File: config.mk
export PLATFORM = sky130hd
export DESIGN_NAME = mpt_sqrt
export DESIGN_NICKNAME = d
export VERILOG_FILES = /design/src/hw/rtl/mpt_pkg.sv /design/src/hw/rtl/mpt_sqrt.sv
export SDC_FILE = /design/constraint.sdc
export NUM_CORES = 1
export LEC_CHECK = 0
export ABC_CLOCK_PERIOD_IN_PS = 4050
export BUFFER_PORTS_ARGS = -buffer_cell sky130_fd_sc_hd__buf_2
export CAP_MARGIN = 20
export CORE_ASPECT_RATIO = 1.25
export CORE_UTILIZATION = 25
export CTS_CLUSTER_DIAMETER = 150
export DETAILED_ROUTE_END_ITERATION = 6
export GPL_ROUTABILITY_DRIVEN = 0
export GPL_TIMING_DRIVEN = 0
export PLACE_DENSITY_LB_ADDON = 0.1
export SYNTH_ARGS = -nofsm -noshare
export SYNTH_HDL_FRONTEND = slang
export SYNTH_SLANG_ARGS = --single-unit
File: constraint.sdc
create_clock -name clk -period 4.05 [get_ports clk]
set_input_delay 0.6075 -clock clk [delete_from_list [all_inputs] [get_ports clk]]
set_output_delay 0.6075 -clock clk [all_outputs]
set_load 0.01 [all_outputs]
File: src/hw/rtl/mpt_pkg.sv
`default_nettype none
package mpt_pkg;

    localparam int COORD_BITS    = 12;
    localparam int FRACTION_BITS = 8;
    localparam int MM_PER_PIXEL  = 20;

    localparam int POS_W   = 20;           // Q12.8 output position
    localparam int POSI_W  = 21;           // internal position, frames up to 8191 wide
    localparam int SPAN_W  = 21;
    localparam int ANG_W   = 16;
    localparam int DIFF_W  = COORD_BITS + 1;
    localparam int SQ_W    = 2 * COORD_BITS + 2;
    localparam int RAD_W   = 2 * SPAN_W;
    localparam int ROOT_W  = SPAN_W;
    localparam int CW      = 32;           // CORDIC x/y datapath
    localparam int ZW      = 25;           // CORDIC angle, 1/65536 degree
    localparam int STEPS   = 16;
    localparam int STEP_W  = 4;
    localparam int PROD_W  = 48;
    localparam int T_W     = 25;
    localparam int OFF_W   = 22;
    localparam int CHK_W   = 24;

    localparam int CFG_IDX_W  = 3;
    localparam int CFG_DATA_W = 16;

    localparam int HALF_TURN    = 23040;
    localparam int QUARTER_TURN = 11520;
    localparam int FULL_TURN    = 2 * HALF_TURN;
    localparam longint CORDIC_GAIN = 652032874;

    // floor(v / MM_PER_PIXEL) as (v * RECIP) >> RECIP_SHIFT, exact for v < 2^25
    localparam int RECIP_SHIFT = 30;
    localparam longint RECIP   = ((64'd1 << RECIP_SHIFT) + MM_PER_PIXEL - 1) / MM_PER_PIXEL;
    localparam int RECIP_W     = 26;
    localparam int TRIG_SHIFT  = RECIP_SHIFT - FRACTION_BITS;
    localparam int ROUND_HALF  = MM_PER_PIXEL / 2;

    typedef enum logic [1:0] {
        MODE_PIXEL  = 2'd0,
        MODE_ROTATE = 2'd1,
        MODE_SET    = 2'd2,
        MODE_MOVE   = 2'd3
    } mode_t;

    localparam logic [CFG_IDX_W-1:0] REG_GREEN  = 3'd0;
    localparam logic [CFG_IDX_W-1:0] REG_BLUE   = 3'd1;
    localparam logic [CFG_IDX_W-1:0] REG_WIDTH  = 3'd2;
    localparam logic [CFG_IDX_W-1:0] REG_HEIGHT = 3'd3;
    localparam logic [CFG_IDX_W-1:0] REG_PAD    = 3'd4;

    typedef struct packed {
        logic                 start;
        logic                 vectoring;
        logic signed [CW-1:0] x;
        logic signed [CW-1:0] y;
        logic signed [ZW-1:0] z;
    } cordic_req_t;

    typedef struct packed {
        logic             start;
        logic [RAD_W-1:0] radicand;
    } sqrt_req_t;

    function automatic logic signed [ZW-1:0] atan_entry(input logic [STEP_W-1:0] i);
        logic signed [ZW-1:0] v;
        case (i)
            4'd0:    v = 25'sd2949120;
            4'd1:    v = 25'sd1740967;
            4'd2:    v = 25'sd919879;
            4'd3:    v = 25'sd466945;
            4'd4:    v = 25'sd234379;
            4'd5:    v = 25'sd117304;
            4'd6:    v = 25'sd58666;
            4'd7:    v = 25'sd29335;
            4'd8:    v = 25'sd14668;
            4'd9:    v = 25'sd7334;
            4'd10:   v = 25'sd3667;
            4'd11:   v = 25'sd1833;
            4'd12:   v = 25'sd917;
            4'd13:   v = 25'sd458;
            4'd14:   v = 25'sd229;
            4'd15:   v = 25'sd115;
            default: v = '0;
        endcase
        return v;
    endfunction

endpackage
`default_nettype wire

File: src/hw/rtl/mpt_sqrt.sv
`default_nettype none
module mpt_sqrt
    import mpt_pkg::*;
(
    input  wire logic        clk,
    input  wire logic        rst_n,
    input  wire sqrt_req_t   req,
    output logic             done,
    output logic [ROOT_W-1:0] root
);
    localparam int REM_W = ROOT_W + 2;
    localparam int CNT_W = $clog2(ROOT_W);

    logic [RAD_W-1:0]  rad_reg;
    logic [REM_W-1:0]  rem_reg;
    logic [ROOT_W-1:0] root_reg;
    logic [CNT_W-1:0]  cnt_reg;
    logic              busy_reg, done_reg;
    logic [REM_W+1:0]  rem_sh, trial;
    logic              ge;

    always_comb
    begin
        rem_sh = {rem_reg, rad_reg[RAD_W-1 -: 2]};
        trial  = {2'b0, root_reg, 2'b01};
        ge     = rem_sh >= trial;
    end

    always_ff @(posedge clk or negedge rst_n)
    begin
        if (!rst_n)
        begin
            busy_reg <= 1'b0;
            done_reg <= 1'b0;
            cnt_reg  <= '0;
        end
        else
        begin
            done_reg <= !req.start && busy_reg && (cnt_reg == '0);
            if (req.start)
            begin
                busy_reg <= 1'b1;
                cnt_reg  <= CNT_W'(ROOT_W - 1);
            end
            else if (busy_reg)
            begin
                cnt_reg <= cnt_reg - 1'b1;
                if (cnt_reg == '0)
                    busy_reg <= 1'b0;
            end
        end
    end

    always_ff @(posedge clk)
    begin
        if (req.start)
        begin
            rad_reg  <= req.radicand;
            rem_reg  <= '0;
            root_reg <= '0;
        end
        else if (busy_reg)
        begin
            rad_reg  <= {rad_reg[RAD_W-3:0], 2'b00};
            rem_reg  <= ge ? REM_W'(rem_sh - trial) : REM_W'(rem_sh);
            root_reg <= {root_reg[ROOT_W-2:0], ge};
        end
    end

    assign done = done_reg;
    assign root = root_reg;
endmodule
`default_nettype wire

---- Word-level counts from Yosys, hierarchy flattened ----
Index checks and enable logic that the tools add are counted.
Widths: inputs -> output; s select.
word-level totals
  flip-flop bits (word level) ............. 93
  output and inout port bits .............. 22
cells by class
  add/subtract/negate cells ............... 2
  order comparisons ....................... 1
  multiplexer cells ....................... 8
  reduce and logical (&&, ||, !) cells .... 5
operators by type and width
  cell                 number
  $mux 42              2
  $ge 25x23->1         1
  $mux 23              1
  $sub 23x23->23       1
  $mux 5               2
  $logic_not 5->1      1
  $sub 5x1->5 const B  1
  $mux 1               3
  $logic_and 1x1->1    2
  $reduce_bool 2->1    1
  $logic_not 1->1      1

---- Logic depth before layout (Yosys ltp) ----
  depth in word-level cells ............... 4
  gate-level depth with buffers ........... 12

---- Least setup slack after synthesis ----
Ideal clock, no wire load.
  kind .................................... reg2reg
  start point ............................. register root_reg[14], in the netlist root[14]
  end point ............................... register rem_reg[1]
  arrival time ............................ 2.499 ns
  required time ........................... 3.971 ns
  slack ................................... 1.472 ns
  cell stages (with the launch flop) ...... 11
  path buffers ............................ 1
  period minus slack after synthesis ...... 2.578 ns
  cells stage by stage .................... dfxtp_1 > inv_1 > ha_1 > and3_4 > and4_4 > a41o_1 > or3_1 > o21a_1 > buf_6 > mux2_4 > a211oi_2
between the ends
  cells in the longest elaborated chain, start to end .. 2
RTL lines
  item                    line            text
  from (decl)             mpt_sqrt.sv:16  logic [ROOT_W-1:0] root_reg;
  from (signal assigned)  mpt_sqrt.sv:66  root_reg <= {root_reg[ROOT_W-2:0], ge};
  $ge 25x23->1            mpt_sqrt.sv:26  ge = rem_sh >= trial;
  $mux 23                 mpt_sqrt.sv:65  rem_reg <= ge ? REM_W'(rem_sh - trial) : REM_W'(rem_sh);
  to (signal assigned)    mpt_sqrt.sv:65
  to (decl)               mpt_sqrt.sv:15  logic [REM_W-1:0] rem_reg;
Every way passes these cells.
A chain may end at the register's enable or synchronous reset.

---- Final worst setup path ----
  start point ............................. register root_reg[8], in the netlist root[8]
  end point ............................... register rem_reg[14]
between the ends
  cells in the longest elaborated chain, start to end .. 2
  elaborated cells on any way between the ends .. 3
  those cells by class .................... 1 x add/sub; 1 x order compare; 1 x mux
RTL lines
  item                                            line
  $sub 23x23->23 or $ge 25x23->1 (tied branches)  mpt_sqrt.sv:65, mpt_sqrt.sv:26
  $mux 23 *                                       mpt_sqrt.sv:65
Every way passes the cells marked *; elsewhere a longest branch is shown, timed or not.

==> summary.txt <==
Worst setup path
  – WP buf/inv: 4
  – Arrival @ worst endpoint: 3.27 ns
  – Largest delay share family, worst path: compound AO/OA/AOI/OAI gates
  – Crit. Startpoint: root[8]$_SDFFE_PP0P_
  – R2R Path Start: root[8]$_SDFFE_PP0P_
  – Worst R2R Path Depth: 12
  – Crit-path cells: inv_1, ha_1, buf_2, nand4_1, nor3_1, a41o_1, o41a_1, o21a_1, buf_6, buf_4, o311ai_0, a311oi_1
  – Critical path's slowest cell: dfxtp_1
  – Crit start category: flip-flop
  – CP endpoint: rem_reg[14]$_SDFFE_PP0P_
  – CP max FO: 10
  – Worst EP required: 4.33 ns
  – Slowest Stage Delay on Critical Path: 0.38 ns
  – Reg2Reg Setup Slack: 1.06 ns
  – WS Path Type: reg -> reg
  – Critical Path Sink Type: flip-flop
  – Reg2Reg Capture Point: rem_reg[14]$_SDFFE_PP0P_
  – Stages on the worst setup path: 12

Power and ir drop
  – Internal power: 2.60 mW
  – Worst ir drop on vdd: 246 uV
  – Net switching power: 1.90 mW
  – Clk pwr share: 19.6%
  – Sw Ratio: 42.2%
  – Pwr/cell area: 714 nW/um^2
  – LEAKAGE: 2.70 nW
  – Gate power share: 52.5%
  – Sequential share of power: 27.9%

Clock network
  – Clk sink count: 93
  – Maximum clock path buffer count: 2
  – Clk slew on worst S/H paths: 0.08 ns
  – Htree depth: 3
  – Total CTS buffers: 9
  – # hold bufs at CTS: 0
  – Post-CTS setup repair buffer count: 0
  – CTS tree: done
  – Post-CTS Resized: 0
  – CTS root buffer: clkbuf_16
  – Clk_lat worst skew: 0.36 ns

Synth
  – Synth async-reset ratio: 7.53%
  – Syn Nets: 593
  – Synth Flop Type: dfxtp_1
  – Synth Area per Inst: 10.2 sq um
  – Synthesis Warnings: 0
  – Synth cell types: 66
  – Syn Std Cell Area: 5340 sq um
  – Mapped Cells: 523
  – Yosys reg bits: 93
  – Sequential-to-total area share from yosys stat: 43.4%
  – Post-synth EDFFs: 42

Floorplan
  – Die width: 133 microns
  – Starting Density: 25.5%
  – Core area: 20900 sq um
  – Rows: 59
  – # IOs: 67
  – Area of the die: 21900 sq um
  – Die Ht: 165 microns

Timing
  – Clock skew: 0.00978 ns
  – Final Hold Viols: 0
  – Setup TNS: 0 ns
  – Worst-margin pin slew: 0.897 ns
  – Fin crit period: 2.99 ns
  – RSZ-0062 raised after global routing: no
  – Slew Viols, Final: 0
  – Tcrit/Tclk final: 73.8%
  – Worst rel slew slack: 40.1%
  – Fmax: 334 MHz
  – Setup violators final: 0

Cells and area
  – Antenna diodes: 0
  – Area growth syn-to-layout: 18.1%
  – Non-filler cells, final: 878
  – Most frequent cells in the layout: buf_2 (68), nor2_1 (60), dfxtp_1 (44)
  – Commonest non-fill, non-tap cell in the layout: buf_2
  – Fill count: 2210
  – Fin area: 6300 sq um
  – Final net count: 669
  – Share of cells above drive strength 1: 22.7%
  – Max reg flops: 42

GRT
  – Antenna violations before repair: 0
  – Remaining global-route overflow: 0
  – GRT Overall Usage: 14.2%
  – Global-route wire length before repair: 23.8 mm
  – Number of global-route vias before repair: 4380
  – Largest net degree at the start of global routing: 43

Routing
  – Remaining DRCs: 0
  – Met2 WL post-DR: 7.50 mm
  – M1 WL: 6.47 mm
  – DR iter-0 viols: 260
  – Per-cell routed wire length: 17.1 microns
  – Met3 wire length: 699 microns
  – DR top layer: met4
  – First drt pass iteration count: 4
  – Vias per std cell: 4.88
  – Via count: 4283
  – Final wirelength: 15.0 mm
  – Antenna Violating Nets Remaining: 0

Min path
  – Hold/Removal Path Class: in -> async

Placed design
  – PortBufs: 65
  – Placed standard-cell area: 6000 sq um
  – Placed Cells: 862
  – HPWL after DPL: 11.1 mm

Outcome
  – Status: finished, final reports clean

Job
  – Max-Cap Viols: 0
==> worst min path at each step <==
stage,depth (start not counted),end,slack [ns],start
2_1_floorplan,0,busy_reg$_DFF_PN0_,0.31,rst_n
4_1_cts,1,done$_DFF_PN0_,0.05,rst_n
3_3_place_gp,1,done$_DFF_PN0_,0.45,rst_n
6_report,1,done$_DFF_PN0_,0.06,rst_n
5_1_grt,1,done$_DFF_PN0_,0.06,rst_n
3_5_place_dp,1,done$_DFF_PN0_,0.46,rst_n
==> kinds of logic after synthesis <==
| logic type | share of synthesized area (%) |
|---|---|
| AOI/OAI and AO/OA | 14.8 |
| xor gates and xnor gates | 2.95 |
| adders and majority gates | 5.86 |
| buffers and inverters | 4.95 |
| DFF | 43.4 |
| muxes | 15.1 |
| and+or+nand+nor | 12.9 |
==> cells in the mapped netlist (10+ instances only) <==
master / number / share of area, %
a211oi_1: 17 / 2.4
a21oi_1: 15 / 1.4
clkbuf_1: 17 / 1.2
dfxtp_1: 44 / 17
edfxtp_1: 42 / 24
ha_1: 25 / 5.9
inv_1: 33 / 2.3
mux2_2: 40 / 8.4
mux2i_1: 34 / 6.4
nand2_1: 25 / 1.8
nor2_1: 60 / 4.2
o21ai_0: 17 / 1.6
xnor2_1: 10 / 1.6
==> cell type report <==
class	count	area [sq um]	area share, %
multi-input combinational	368	2750	43.7
timing repair buffer	65	325	5.16
tap	274	343	5.44
sequential	93	2320	36.8
buffer	29	140	2.22
clock buffer	9	225	3.57
clock inverter	7	73.8	1.17
inverter	33	124	1.97
==> metrics by stage <==
| stage | setup slack (ns) | utilization [%] | total power, mW | hold slack (ns) |
|---|---|---|---|---|
| floorplan | 1.47 | - | 3.00 | 0.312 |
| global placement | 1.02 | 28.7 | 3.62 | 0.451 |
| detailed placement | 1.06 | 28.7 | 3.62 | 0.455 |
| CTS | 1.01 | 30.2 | 4.53 | 0.0540 |
| global route | 0.809 | 30.2 | 4.80 | 0.0595 |
| finish | 1.06 | 30.2 | 4.50 | 0.0627 |
==> metal layers <==
layer | track usage (%) | vias to the layer above
met5 | 0 | -
met4 | 6.22 | 0
met3 | 3.36 | 25
met2 | 25.3 | 102
met1 | 16.2 | 2080
li1 | - | 2076
==> power groups by stage <==
stage,sequential [mW],clock [mW],combinational [mW]
5_1_grt,1.27,0.936,2.60
3_5_place_dp,1.28,0,2.34
6_report,1.26,0.881,2.36
2_1_floorplan,1.24,0,1.76
4_1_cts,1.26,0.916,2.36
3_3_place_gp,1.28,0,2.34
(Power assumes the default switching activity.)
