===== config.mk =====
export PLATFORM = sky130hd
export DESIGN_NAME = mpt_cordic
export DESIGN_NICKNAME = d
export VERILOG_FILES = /design/src/hw/rtl/mpt_pkg.sv /design/src/hw/rtl/mpt_cordic.sv
export SDC_FILE = /design/constraint.sdc
export NUM_CORES = 1
export LEC_CHECK = 0
export BUFFER_PORTS_ARGS = -buffer_cell sky130_fd_sc_hd__buf_2
export CORE_MARGIN = 8
export CORE_UTILIZATION = 25
export CTS_BUF_LIST = sky130_fd_sc_hd__clkbuf_4 sky130_fd_sc_hd__clkbuf_8
export DETAILED_ROUTE_END_ITERATION = 10
export GPL_ROUTABILITY_DRIVEN = 0
export PLACE_DENSITY = 0.41
export SYNTH_ARGS = -nofsm -noshare
export SYNTH_HDL_FRONTEND = slang
export SYNTH_SLANG_ARGS = --single-unit

===== constraint.sdc =====
create_clock -name clk -period 6.6 [get_ports clk]
set_input_delay 0.66 -clock clk [delete_from_list [all_inputs] [get_ports clk]]
set_output_delay 0.66 -clock clk [all_outputs]
set_load 0.005 [all_outputs]

===== src/hw/rtl/mpt_pkg.sv =====
`default_nettype none
package mpt_pkg;

    localparam int COORD_BITS    = 12;
    localparam int FRACTION_BITS = 8;
    localparam int MM_PER_PIXEL  = 20;

    localparam int POS_W   = 20;           // Q12.8 output position
    localparam int POSI_W  = 21;           // internal position, frames up to 8191 wide
    localparam int SPAN_W  = 21;
    localparam int ANG_W   = 16;
    localparam int DIFF_W  = COORD_BITS + 1;
    localparam int SQ_W    = 2 * COORD_BITS + 2;
    localparam int RAD_W   = 2 * SPAN_W;
    localparam int ROOT_W  = SPAN_W;
    localparam int CW      = 32;           // CORDIC x/y datapath
    localparam int ZW      = 25;           // CORDIC angle, 1/65536 degree
    localparam int STEPS   = 16;
    localparam int STEP_W  = 4;
    localparam int PROD_W  = 48;
    localparam int T_W     = 25;
    localparam int OFF_W   = 22;
    localparam int CHK_W   = 24;

    localparam int CFG_IDX_W  = 3;
    localparam int CFG_DATA_W = 16;

    localparam int HALF_TURN    = 23040;
    localparam int QUARTER_TURN = 11520;
    localparam int FULL_TURN    = 2 * HALF_TURN;
    localparam longint CORDIC_GAIN = 652032874;

    // floor(v / MM_PER_PIXEL) as (v * RECIP) >> RECIP_SHIFT, exact for v < 2^25
    localparam int RECIP_SHIFT = 30;
    localparam longint RECIP   = ((64'd1 << RECIP_SHIFT) + MM_PER_PIXEL - 1) / MM_PER_PIXEL;
    localparam int RECIP_W     = 26;
    localparam int TRIG_SHIFT  = RECIP_SHIFT - FRACTION_BITS;
    localparam int ROUND_HALF  = MM_PER_PIXEL / 2;

    typedef enum logic [1:0] {
        MODE_PIXEL  = 2'd0,
        MODE_ROTATE = 2'd1,
        MODE_SET    = 2'd2,
        MODE_MOVE   = 2'd3
    } mode_t;

    localparam logic [CFG_IDX_W-1:0] REG_GREEN  = 3'd0;
    localparam logic [CFG_IDX_W-1:0] REG_BLUE   = 3'd1;
    localparam logic [CFG_IDX_W-1:0] REG_WIDTH  = 3'd2;
    localparam logic [CFG_IDX_W-1:0] REG_HEIGHT = 3'd3;
    localparam logic [CFG_IDX_W-1:0] REG_PAD    = 3'd4;

    typedef struct packed {
        logic                 start;
        logic                 vectoring;
        logic signed [CW-1:0] x;
        logic signed [CW-1:0] y;
        logic signed [ZW-1:0] z;
    } cordic_req_t;

    typedef struct packed {
        logic             start;
        logic [RAD_W-1:0] radicand;
    } sqrt_req_t;

    function automatic logic signed [ZW-1:0] atan_entry(input logic [STEP_W-1:0] i);
        logic signed [ZW-1:0] v;
        case (i)
            4'd0:    v = 25'sd2949120;
            4'd1:    v = 25'sd1740967;
            4'd2:    v = 25'sd919879;
            4'd3:    v = 25'sd466945;
            4'd4:    v = 25'sd234379;
            4'd5:    v = 25'sd117304;
            4'd6:    v = 25'sd58666;
            4'd7:    v = 25'sd29335;
            4'd8:    v = 25'sd14668;
            4'd9:    v = 25'sd7334;
            4'd10:   v = 25'sd3667;
            4'd11:   v = 25'sd1833;
            4'd12:   v = 25'sd917;
            4'd13:   v = 25'sd458;
            4'd14:   v = 25'sd229;
            4'd15:   v = 25'sd115;
            default: v = '0;
        endcase
        return v;
    endfunction

endpackage
`default_nettype wire


===== src/hw/rtl/mpt_cordic.sv =====
`default_nettype none
module mpt_cordic
    import mpt_pkg::*;
(
    input  wire logic           clk,
    input  wire logic           rst_n,
    input  wire cordic_req_t    req,
    output logic                done,
    output logic signed [CW-1:0] x_out,
    output logic signed [CW-1:0] y_out,
    output logic signed [ZW-1:0] z_out
);
    logic signed [CW-1:0] x_reg, y_reg, x_next, y_next, xs, ys;
    logic signed [ZW-1:0] z_reg, z_next, tab;
    logic [STEP_W-1:0]    step_reg;
    logic                 busy_reg, vec_reg, done_reg;
    logic                 plus;

    always_comb
    begin
        xs   = x_reg >>> step_reg;
        ys   = y_reg >>> step_reg;
        tab  = atan_entry(step_reg);
        // vectoring drives y to zero, rotation drives z to zero
        plus = vec_reg ? (y_reg > 0) : z_reg[ZW-1];
        x_next = plus ? x_reg + ys  : x_reg - ys;
        y_next = plus ? y_reg - xs  : y_reg + xs;
        z_next = plus ? z_reg + tab : z_reg - tab;
    end

    always_ff @(posedge clk or negedge rst_n)
    begin
        if (!rst_n)
        begin
            busy_reg <= 1'b0;
            done_reg <= 1'b0;
            step_reg <= '0;
            vec_reg  <= 1'b0;
        end
        else
        begin
            done_reg <= !req.start && busy_reg && (step_reg == STEP_W'(STEPS - 1));
            if (req.start)
            begin
                busy_reg <= 1'b1;
                step_reg <= '0;
                vec_reg  <= req.vectoring;
            end
            else if (busy_reg)
            begin
                step_reg <= step_reg + 1'b1;
                if (step_reg == STEP_W'(STEPS - 1))
                    busy_reg <= 1'b0;
            end
        end
    end

    always_ff @(posedge clk)
    begin
        if (req.start)
        begin
            x_reg <= req.x;
            y_reg <= req.y;
            z_reg <= req.z;
        end
        else if (busy_reg)
        begin
            x_reg <= x_next;
            y_reg <= y_next;
            z_reg <= z_next;
        end
    end

    assign done  = done_reg;
    assign x_out = x_reg;
    assign y_out = y_reg;
    assign z_out = z_reg;
endmodule
`default_nettype wire


After elaboration in Yosys (flattened, before gate mapping)
Memories as Yosys holds them, arrays and structs flattened.
Index checks and enable logic that the tools add are counted.
{"block": "totals", "ff_bits": 96, "rom_bits": 352, "output_inout_bits": 90, "wordCells": 38, "mem_count": 1}
{"block": "op_classes", "add_sub_neg": 7, "n_lt_le_gt_ge": 1, "eq_ne": 1, "shifts": 2, "mux": 15, "reduce_logical": 4}
{"name": "(name not given)", "words": 16, "width": 22, "read_ports": 1, "rd_ports_with_merged_regs": 0, "wr": 0, "line_no": "mpt_pkg.sv:68", "rtl": "case (i)"}
{"op": "two-way mux 32 bit", "count": 6}
{"op": "two-way mux 25 bit", "count": 3}
{"op": "adder 32 bit", "count": 2}
{"op": ">>> shifter 32 x 4 -> 32 bit", "count": 2}
{"op": "subtractor 32 bit", "count": 2}
{"op": "> comparator 32 x 1 -> 1 bit, second input constant", "count": 1}
{"op": "adder 25 bit", "count": 1}
{"op": "subtractor 25 bit", "count": 1}
{"op": "two-way mux 4 bit", "count": 2}
{"op": "adder 4 x 1 -> 4 bit, second input constant", "count": 1}
{"op": "== test 4 bit, second input constant", "count": 1}
{"op": "two-way mux 1 bit", "count": 4}
{"op": "logical AND 1 bit", "count": 2}
{"op": "nonzero test 2 bit", "count": 1}
{"op": "logical NOT 1 bit", "count": 1}

Depth between registers and ports, before layout
Gate-level depths: netlist of run 1.
{"block": "logic_depth", "word_depth": 5, "depth_mapped": 29, "mapped_depth_nobuf": 24}

Least setup slack after synthesis of run 1
Ideal clock, no wire load.
{"block": "synth_timing", "path_kind": "reg2reg", "startpoint": "register step_reg[1]", "endpoint": "register z_reg[22], in the netlist z_out[22], data pin", "t_arrival_ns": 6.128, "t_required_ns": 6.344, "path_slack_ns": 0.216, "stages_incl_launch_ff": 22, "synth_period_minus_slack_ns": 6.384, "path_cell_list": "dfrtp_1 -> buf_4 -> inv_2 -> buf_2 -> buf_1 -> clkbuf_1 -> buf_1 -> ha_1 -> mux4_2 -> a2111oi_0 -> nand2b_1 -> nand2_1 -> xor2_1 -> ha_1 -> a2111oi_0 -> o21ai_0 -> a2111oi_0 -> o21ai_0 -> nor4b_1 -> o31a_1 -> or3_1 -> a31o_2"}
{"block": "synth_between", "elab_chain_cells": 5, "word_cells_on_any_way": 6}
{"item": "start, declared", "line_no": "mpt_cordic.sv:15", "rtl": "logic [STEP_W-1:0] step_reg;"}
{"item": "start signal, assigned", "line_no": "mpt_cordic.sv:51", "rtl": "step_reg <= step_reg + 1'b1;"}
{"item": "memory (16 x 22 bit) *"}
{"item": "subtractor 25 bit or adder 25 bit (tied branches)", "line_no": "mpt_cordic.sv:28", "rtl": "z_next = plus ? z_reg + tab : z_reg - tab;"}
{"item": "two-way mux 25 bit *", "line_no": "mpt_cordic.sv:28"}
{"item": "two-way mux 25 bit *", "line_no": "mpt_cordic.sv:66", "rtl": "else if (busy_reg)"}
{"item": "two-way mux 25 bit *", "line_no": "mpt_cordic.sv:60", "rtl": "if (req.start)"}
{"item": "end signal, assigned", "line_no": "mpt_cordic.sv:64", "rtl": "z_reg <= req.z;"}
{"item": "end signal, assigned", "line_no": "mpt_cordic.sv:70", "rtl": "z_reg <= z_next;"}
{"item": "end, declared", "line_no": "mpt_cordic.sv:14", "rtl": "logic signed [ZW-1:0] z_reg, z_next, tab;"}
Every way passes the cells marked *; elsewhere a longest branch is shown, timed or not. The select of a mux whose other input is x is not followed.
A chain may end at the register's enable or synchronous reset.

Final worst setup path of run 1
{"block": "layout_timing", "startpoint": "register step_reg[0]", "endpoint": "register z_reg[24], in the netlist z_out[24], data pin"}
Same word-level chain as after synthesis.

==> impl_metrics.ini, run 1 <==
[logic_synthesis]
synthAdderAreaFrac_pct = 9.75
postSynthCellCount = 1728
netlist-cell-type-count = 87
synth-simple-area-share_pct = 18.9
ys.flop_type = edfxtp_1
synth_nets = 1931
synthMuxAreaShare_pct = 15.1
ys_seq_area_share_pct = 19.8
syn_area_per_cell_um2 = 8.30
ys_seq_elements = 96
ys.warnings.count = 0
synthesis.area_mm2 = 0.0143
synth_compound_gate_area_share_pct = 23.3
synth_common_cells = nand2_1 (211), o21ai_0 (164), nor2_1 (130)
synth_edf_count = 89
netlist.area_leader.share_pct = 18.6
yosysTopAreaCell = edfxtp_1
synth_most_common_cell = nand2_1
synth_top_family_by_area = compound AO/OA/AOI/OAI gates
ys_async_sr_fraction_pct = 7.29
synth_area_leaders = edfxtp_1 (19%), ha_1 (9.3%), mux4_2 (7.2%), o21ai_0 (5.7%), nand2_1 (5.5%)
synth_xor_area_share_pct = 8.42

[floorplan]
die_area_mm2 = 0.0653
core_area_mm2 = 0.0573
initial_core_util_pct = 25.1
chipHeight_um = 256
die_w_um = 256
ios = 183
rows = 88

[grt]
antenna_found_initial = 2
gr-total-overflow = 0
grt_max_degree = 76
grt_first_pass_wirelength_um = 83100
grtUsageTotal_pct = 16.0
first_global_vias = 14136

[timing]
finalSetupTns_ps = 0
max_freq_ghz = 0.166
slew_headroom_pct = 33.9
worst_clock_skew_ps = 17.2
period_share_pct = 91.1
period_needed_ps = 6010
finalSetupViolCount = 0
rsz0062_at_grt = false
drv_slew = 0
hold_viol = 0
tightest_slew_ps = 983

[layout]
syn2layout_area_growth_pct = 14.1
layout-drive-gt1-share_pct = 19.7
nets = 2082

[place]
port_buffers = 182
dpl.hpwl_um = 43300

[critical_path]
crit_fanout = 16
path_class = flip-flop to flip-flop
end_kind = flip-flop
path_cells = inv_2 > ha_1 > mux4_2 > a2111oi_0 > nand2b_1 > nand2_1 > xor2_1 > ha_1 > a2111oi_0 > o21ai_0 > a2111oi_0 > o21ai_0 > nor4b_1 > o41ai_1 > a21oi_1 > nor3b_1
arrival_ps = 6300
cpMostUsedCell = a2111oi_0
critPathMaxStageDelay_ps = 660
worst_setup_path_start_kind = flip-flop
required_ps = 6890
slowest_stage = a2111oi_0

[clocking]
cts_sinks = 96
cts_buffer_depth = 2
cts.clk_slew.worst_paths_ps = 120
root_buffer = clkbuf_8
clk_latency_ps = 460
htreeDepth = 3
cts_tree = yes
postCtsSetupRepairBufs = 0
cts_buffers = 9

[route]
drt_iter0_drc = 849
viasPerCell = 5.18
wl_per_cell_um = 20.3
drc = 0
routed_wl_um = 53800
ant_nets = 0
drt_pass1_iterations = 5
vias = 13736

[run_status]
outcome = finished, final reports clean

[job]
drv_cap = 0

[min_path]
hold_class = input port to flip-flop
[per-layer routing]
layer / global-route usage (%) / vias to the layer above / share of wire (%)
met5: 0 / - / 0
met4: 4.95 / 0 / 2.1
met3: 2.42 / 49 / 3.8
met2: 25.6 / 300 / 45
met1: 21.9 / 6612 / 49
li1: - / 6775 / -
[cell type report]
| cell class | instances | area [um2] |
|---|---|---|
| Fill cell | 6281 | 40900 |
| Multi-Input combinational cell | 1492 | 10800 |
| Sequential cell | 96 | 2860 |
| Timing Repair Buffer | 230 | 1290 |
| Tap cell | 765 | 957 |
| Inverter | 50 | 188 |
| Clock buffer | 11 | 139 |
| Clock inverter | 5 | 81.3 |
| Antenna cell | 2 | 5.00 |
[cell usage in the layout, fill, tap and decap left out, types with 46 or more instances in the layout]
master	n
buf_2	181
nor2_1	130
xor2_1	65
mux4_2	46
ha_1	107
xnor2_1	73
a21oi_1	114
buf_4	46
edfxtp_1	89
nand2_1	211
mux2i_1	63
o21ai_0	164
[per-stage QoR]
stage	utilization (%)	instance area (um2)	hold slack, ps	setup WS, ps	std cells
floorplan	-	14300	364	216	1728
global placement	28.2	16100	520	561	2632
detailed placement	28.2	16100	521	606	2632
CTS	28.6	16400	390	531	2649
global route	28.6	16400	450	57.8	2651
finish	28.6	16400	439	590	2651
[cells by family (layout without fill, tap and decap cells)]
| family | after synthesis | count (layout) |
|---|---|---|
| AO/OA/AOI/OAI | 524 | 524 |
| buffers and inverters | 140 | 296 |
| multiplexers | 154 | 154 |
| AND/OR/NAND/NOR | 566 | 566 |
| flip-flops | 96 | 96 |
| other | 0 | 2 |
| XOR/XNOR | 138 | 138 |
| adder cells (fa/ha/maj) | 110 | 110 |
[path summary, 6_finish.rpt]
kind	from	end	slack, ps	depth (start not counted)
setup / recovery	step_reg[0]$_DFFE_PN0P_	z_out[24]$_DFFE_PP_	590	16
hold / removal	req[89]	vec_reg$_DFFE_PN0P_	440	3
setup reg to reg	step_reg[0]$_DFFE_PN0P_	z_out[24]$_DFFE_PP_	590	16
hold reg to reg	vec_reg$_DFFE_PN0P_	vec_reg$_DFFE_PN0P_	680	2
max in group asynchronous	rst_n	step_reg[3]$_DFFE_PN0P_	5810	2
min in group asynchronous	rst_n	step_reg[2]$_DFFE_PN0P_	590	2
[worst max-delay path: cells and delay by family, from the launching register on]
family	cells	cell delay (ps)
multiplexers	1	520
AND/OR/NAND/NOR	4	820
flip-flops	1	600
AO/OA/AOI/OAI	7	2860
buffers and inverters	1	220
adder cells (fa/ha/maj)	2	630
XOR/XNOR	1	190
[repair_timing]
item	in CTS	in global routing
hold buffers	1	0
resized for setup	0	1
setup endpoints to repair	0	1
hold endpoints to repair	7	0
Power of run 1 is not shown: default switching activity piles up to over one toggle a cycle in this logic, so the estimate is an artifact.
==> run 2: changes to the inputs <==
--- a/config.mk
+++ b/config.mk
@@ -6,6 +6,7 @@
 export NUM_CORES = 1
 export LEC_CHECK = 0
 export BUFFER_PORTS_ARGS = -buffer_cell sky130_fd_sc_hd__buf_2
+export CORE_ASPECT_RATIO = 0.9
 export CORE_MARGIN = 8
 export CORE_UTILIZATION = 25
 export CTS_BUF_LIST = sky130_fd_sc_hd__clkbuf_4 sky130_fd_sc_hd__clkbuf_8
==> run 2 against run 1 <==
Fmax rose by 0.43%. Utilization barely moved. Clock skew is 7.8 ps higher. Clock-buffer cell count down 1. Via count rose by 0.79%. Die area hardly changed. Flip-flop and latch count did not move. Sequential share of layout area rose by 0.099 points. Highest routed layer is now met5. First-iteration DRC count increased by 30%. Register-to-register slack better by 30 ps. Hold slack got worse by 370 ps. Non-clock buffer count fell by 10.
==> impl_metrics.ini, run 2 (synthesis results as in run 1) <==
[clocking]
cts_buffers = 9
cts_buffer_depth = 2
htreeDepth = 3
postCtsSetupRepairBufs = 0
root_buffer = clkbuf_8
cts_sinks = 96
cts_resized = 0
clk_latency_ps = 450
cts.clk_slew.worst_paths_ps = 100
cts_tree = yes
cts_hold_buf = 0

[timing]
hold_viol = 0
rsz0062_at_grt = false
period_needed_ps = 5980
finalSetupViolCount = 0
finalSetupTns_ps = 0
tightest_slew_ps = 1140
period_share_pct = 90.7
worst_clock_skew_ps = 24.9
drv_slew = 0
max_freq_ghz = 0.167
slew_headroom_pct = 23.2

[route]
drt_pass1_iterations = 6
vias = 13844
wl_per_cell_um = 20.8
ant_nets = 0
drc = 0
routed_wl_um = 55000
drt_iter0_drc = 1105
viasPerCell = 5.24

[critical_path]
required_ps = 6900
path_class = flip-flop to flip-flop
worst_setup_path_start_kind = flip-flop
crit_buf_inv = 2
critPathMaxStageDelay_ps = 630
end_kind = flip-flop
crit_fanout = 23
arrival_ps = 6290
critical-path-top-delay-family = simple AND/OR/NAND/NOR gates
slowest_stage = dfrtp_4
path_cells = buf_4 > mux4_2 > mux2_2 > nand2_1 > o21a_1 > ha_1 > o221ai_1 > nand4b_1 > nor2_1 > a31oi_1 > xnor2_1 > ha_1 > nand2_1 > nor2_1 > nand3_1 > o22ai_1 > o2111ai_1 > a21boi_0 > o41ai_1 > buf_4 > or4b_2 > nand3_1

[place]
place_area_mm2 = 0.0161
port_buffers = 182
dpl.hpwl_um = 43800

[layout]
fin_area_mm2 = 0.0163
layout-drive-gt1-share_pct = 19.2
nets = 2072
most-common-layout-cells = nand2_1 (211), buf_2 (181), o21ai_0 (164)
final_common_cell = nand2_1
utilization_pct = 28.6
syn2layout_area_growth_pct = 13.4

[grt]
antenna_found_initial = 2
grt_first_pass_wirelength_um = 83700
gr-total-overflow = 0
first_global_vias = 13679
grtUsageTotal_pct = 16.3
grt_max_degree = 72

[floorplan]
initial_core_util_pct = 25.2
chipHeight_um = 243
rows = 83
core_area_mm2 = 0.0569
die_area_mm2 = 0.0653
ios = 183
die_w_um = 269

[min_path]
hold_class = input port to asynchronous set/reset pin

[run_status]
outcome = finished, final reports clean

[job]
drv_cap = 0
-- run 2: final timing paths --
| check | slack, ps | endpoint | from | depth (start not counted) |
|---|---|---|---|---|
| min reg2reg | 610 | vec_reg$_DFFE_PN0P_ | vec_reg$_DFFE_PN0P_ | 2 |
| min | 70 | vec_reg$_DFFE_PN0P_ | rst_n | 1 |
| min in group clk | 450 | vec_reg$_DFFE_PN0P_ | req[89] | 3 |
| max reg2reg | 620 | x_out[28]$_DFFE_PP_ | step_reg[0]$_DFFE_PN0P_ | 22 |
| max | 620 | x_out[28]$_DFFE_PP_ | step_reg[0]$_DFFE_PN0P_ | 22 |
| max in group asynchronous | 6300 | step_reg[3]$_DFFE_PN0P_ | rst_n | 1 |
-- run 2: layer usage --
metal | GRT usage, % | part of all wire [%] | routed length (um) | vias to the layer above
li1 | - | - | - | 6748
met1 | 24.0 | 50 | 27300 | 6676
met2 | 24.0 | 43 | 23600 | 373
met3 | 2.92 | 5.7 | 3150 | 45
met4 | 4.30 | 1.8 | 1000 | 2
met5 | 0 | 0.022 | 12 | -
-- run 2: layout make-up --
cell class | count | area [um2]
Clock inverter | 6 | 57.6
Clock buffer | 10 | 131
Multi-Input combinational cell | 1492 | 10800
Timing Repair Buffer | 220 | 1230
Tap cell | 765 | 957
Antenna cell | 5 | 12.5
Fill cell | 6284 | 40600
Inverter | 50 | 188
Sequential cell | 96 | 2860
-- run 2: metrics by stage --
stage,setup slack (ps),instances,hold WS (ps)
floorplan,216,1728,364
global placement,565,2622,543
detailed placement,567,2622,542
CTS,540,2638,11.2
global route,53.3,2639,36.8
finish,615,2644,66.6
Power of run 2 is left out for the same reason.
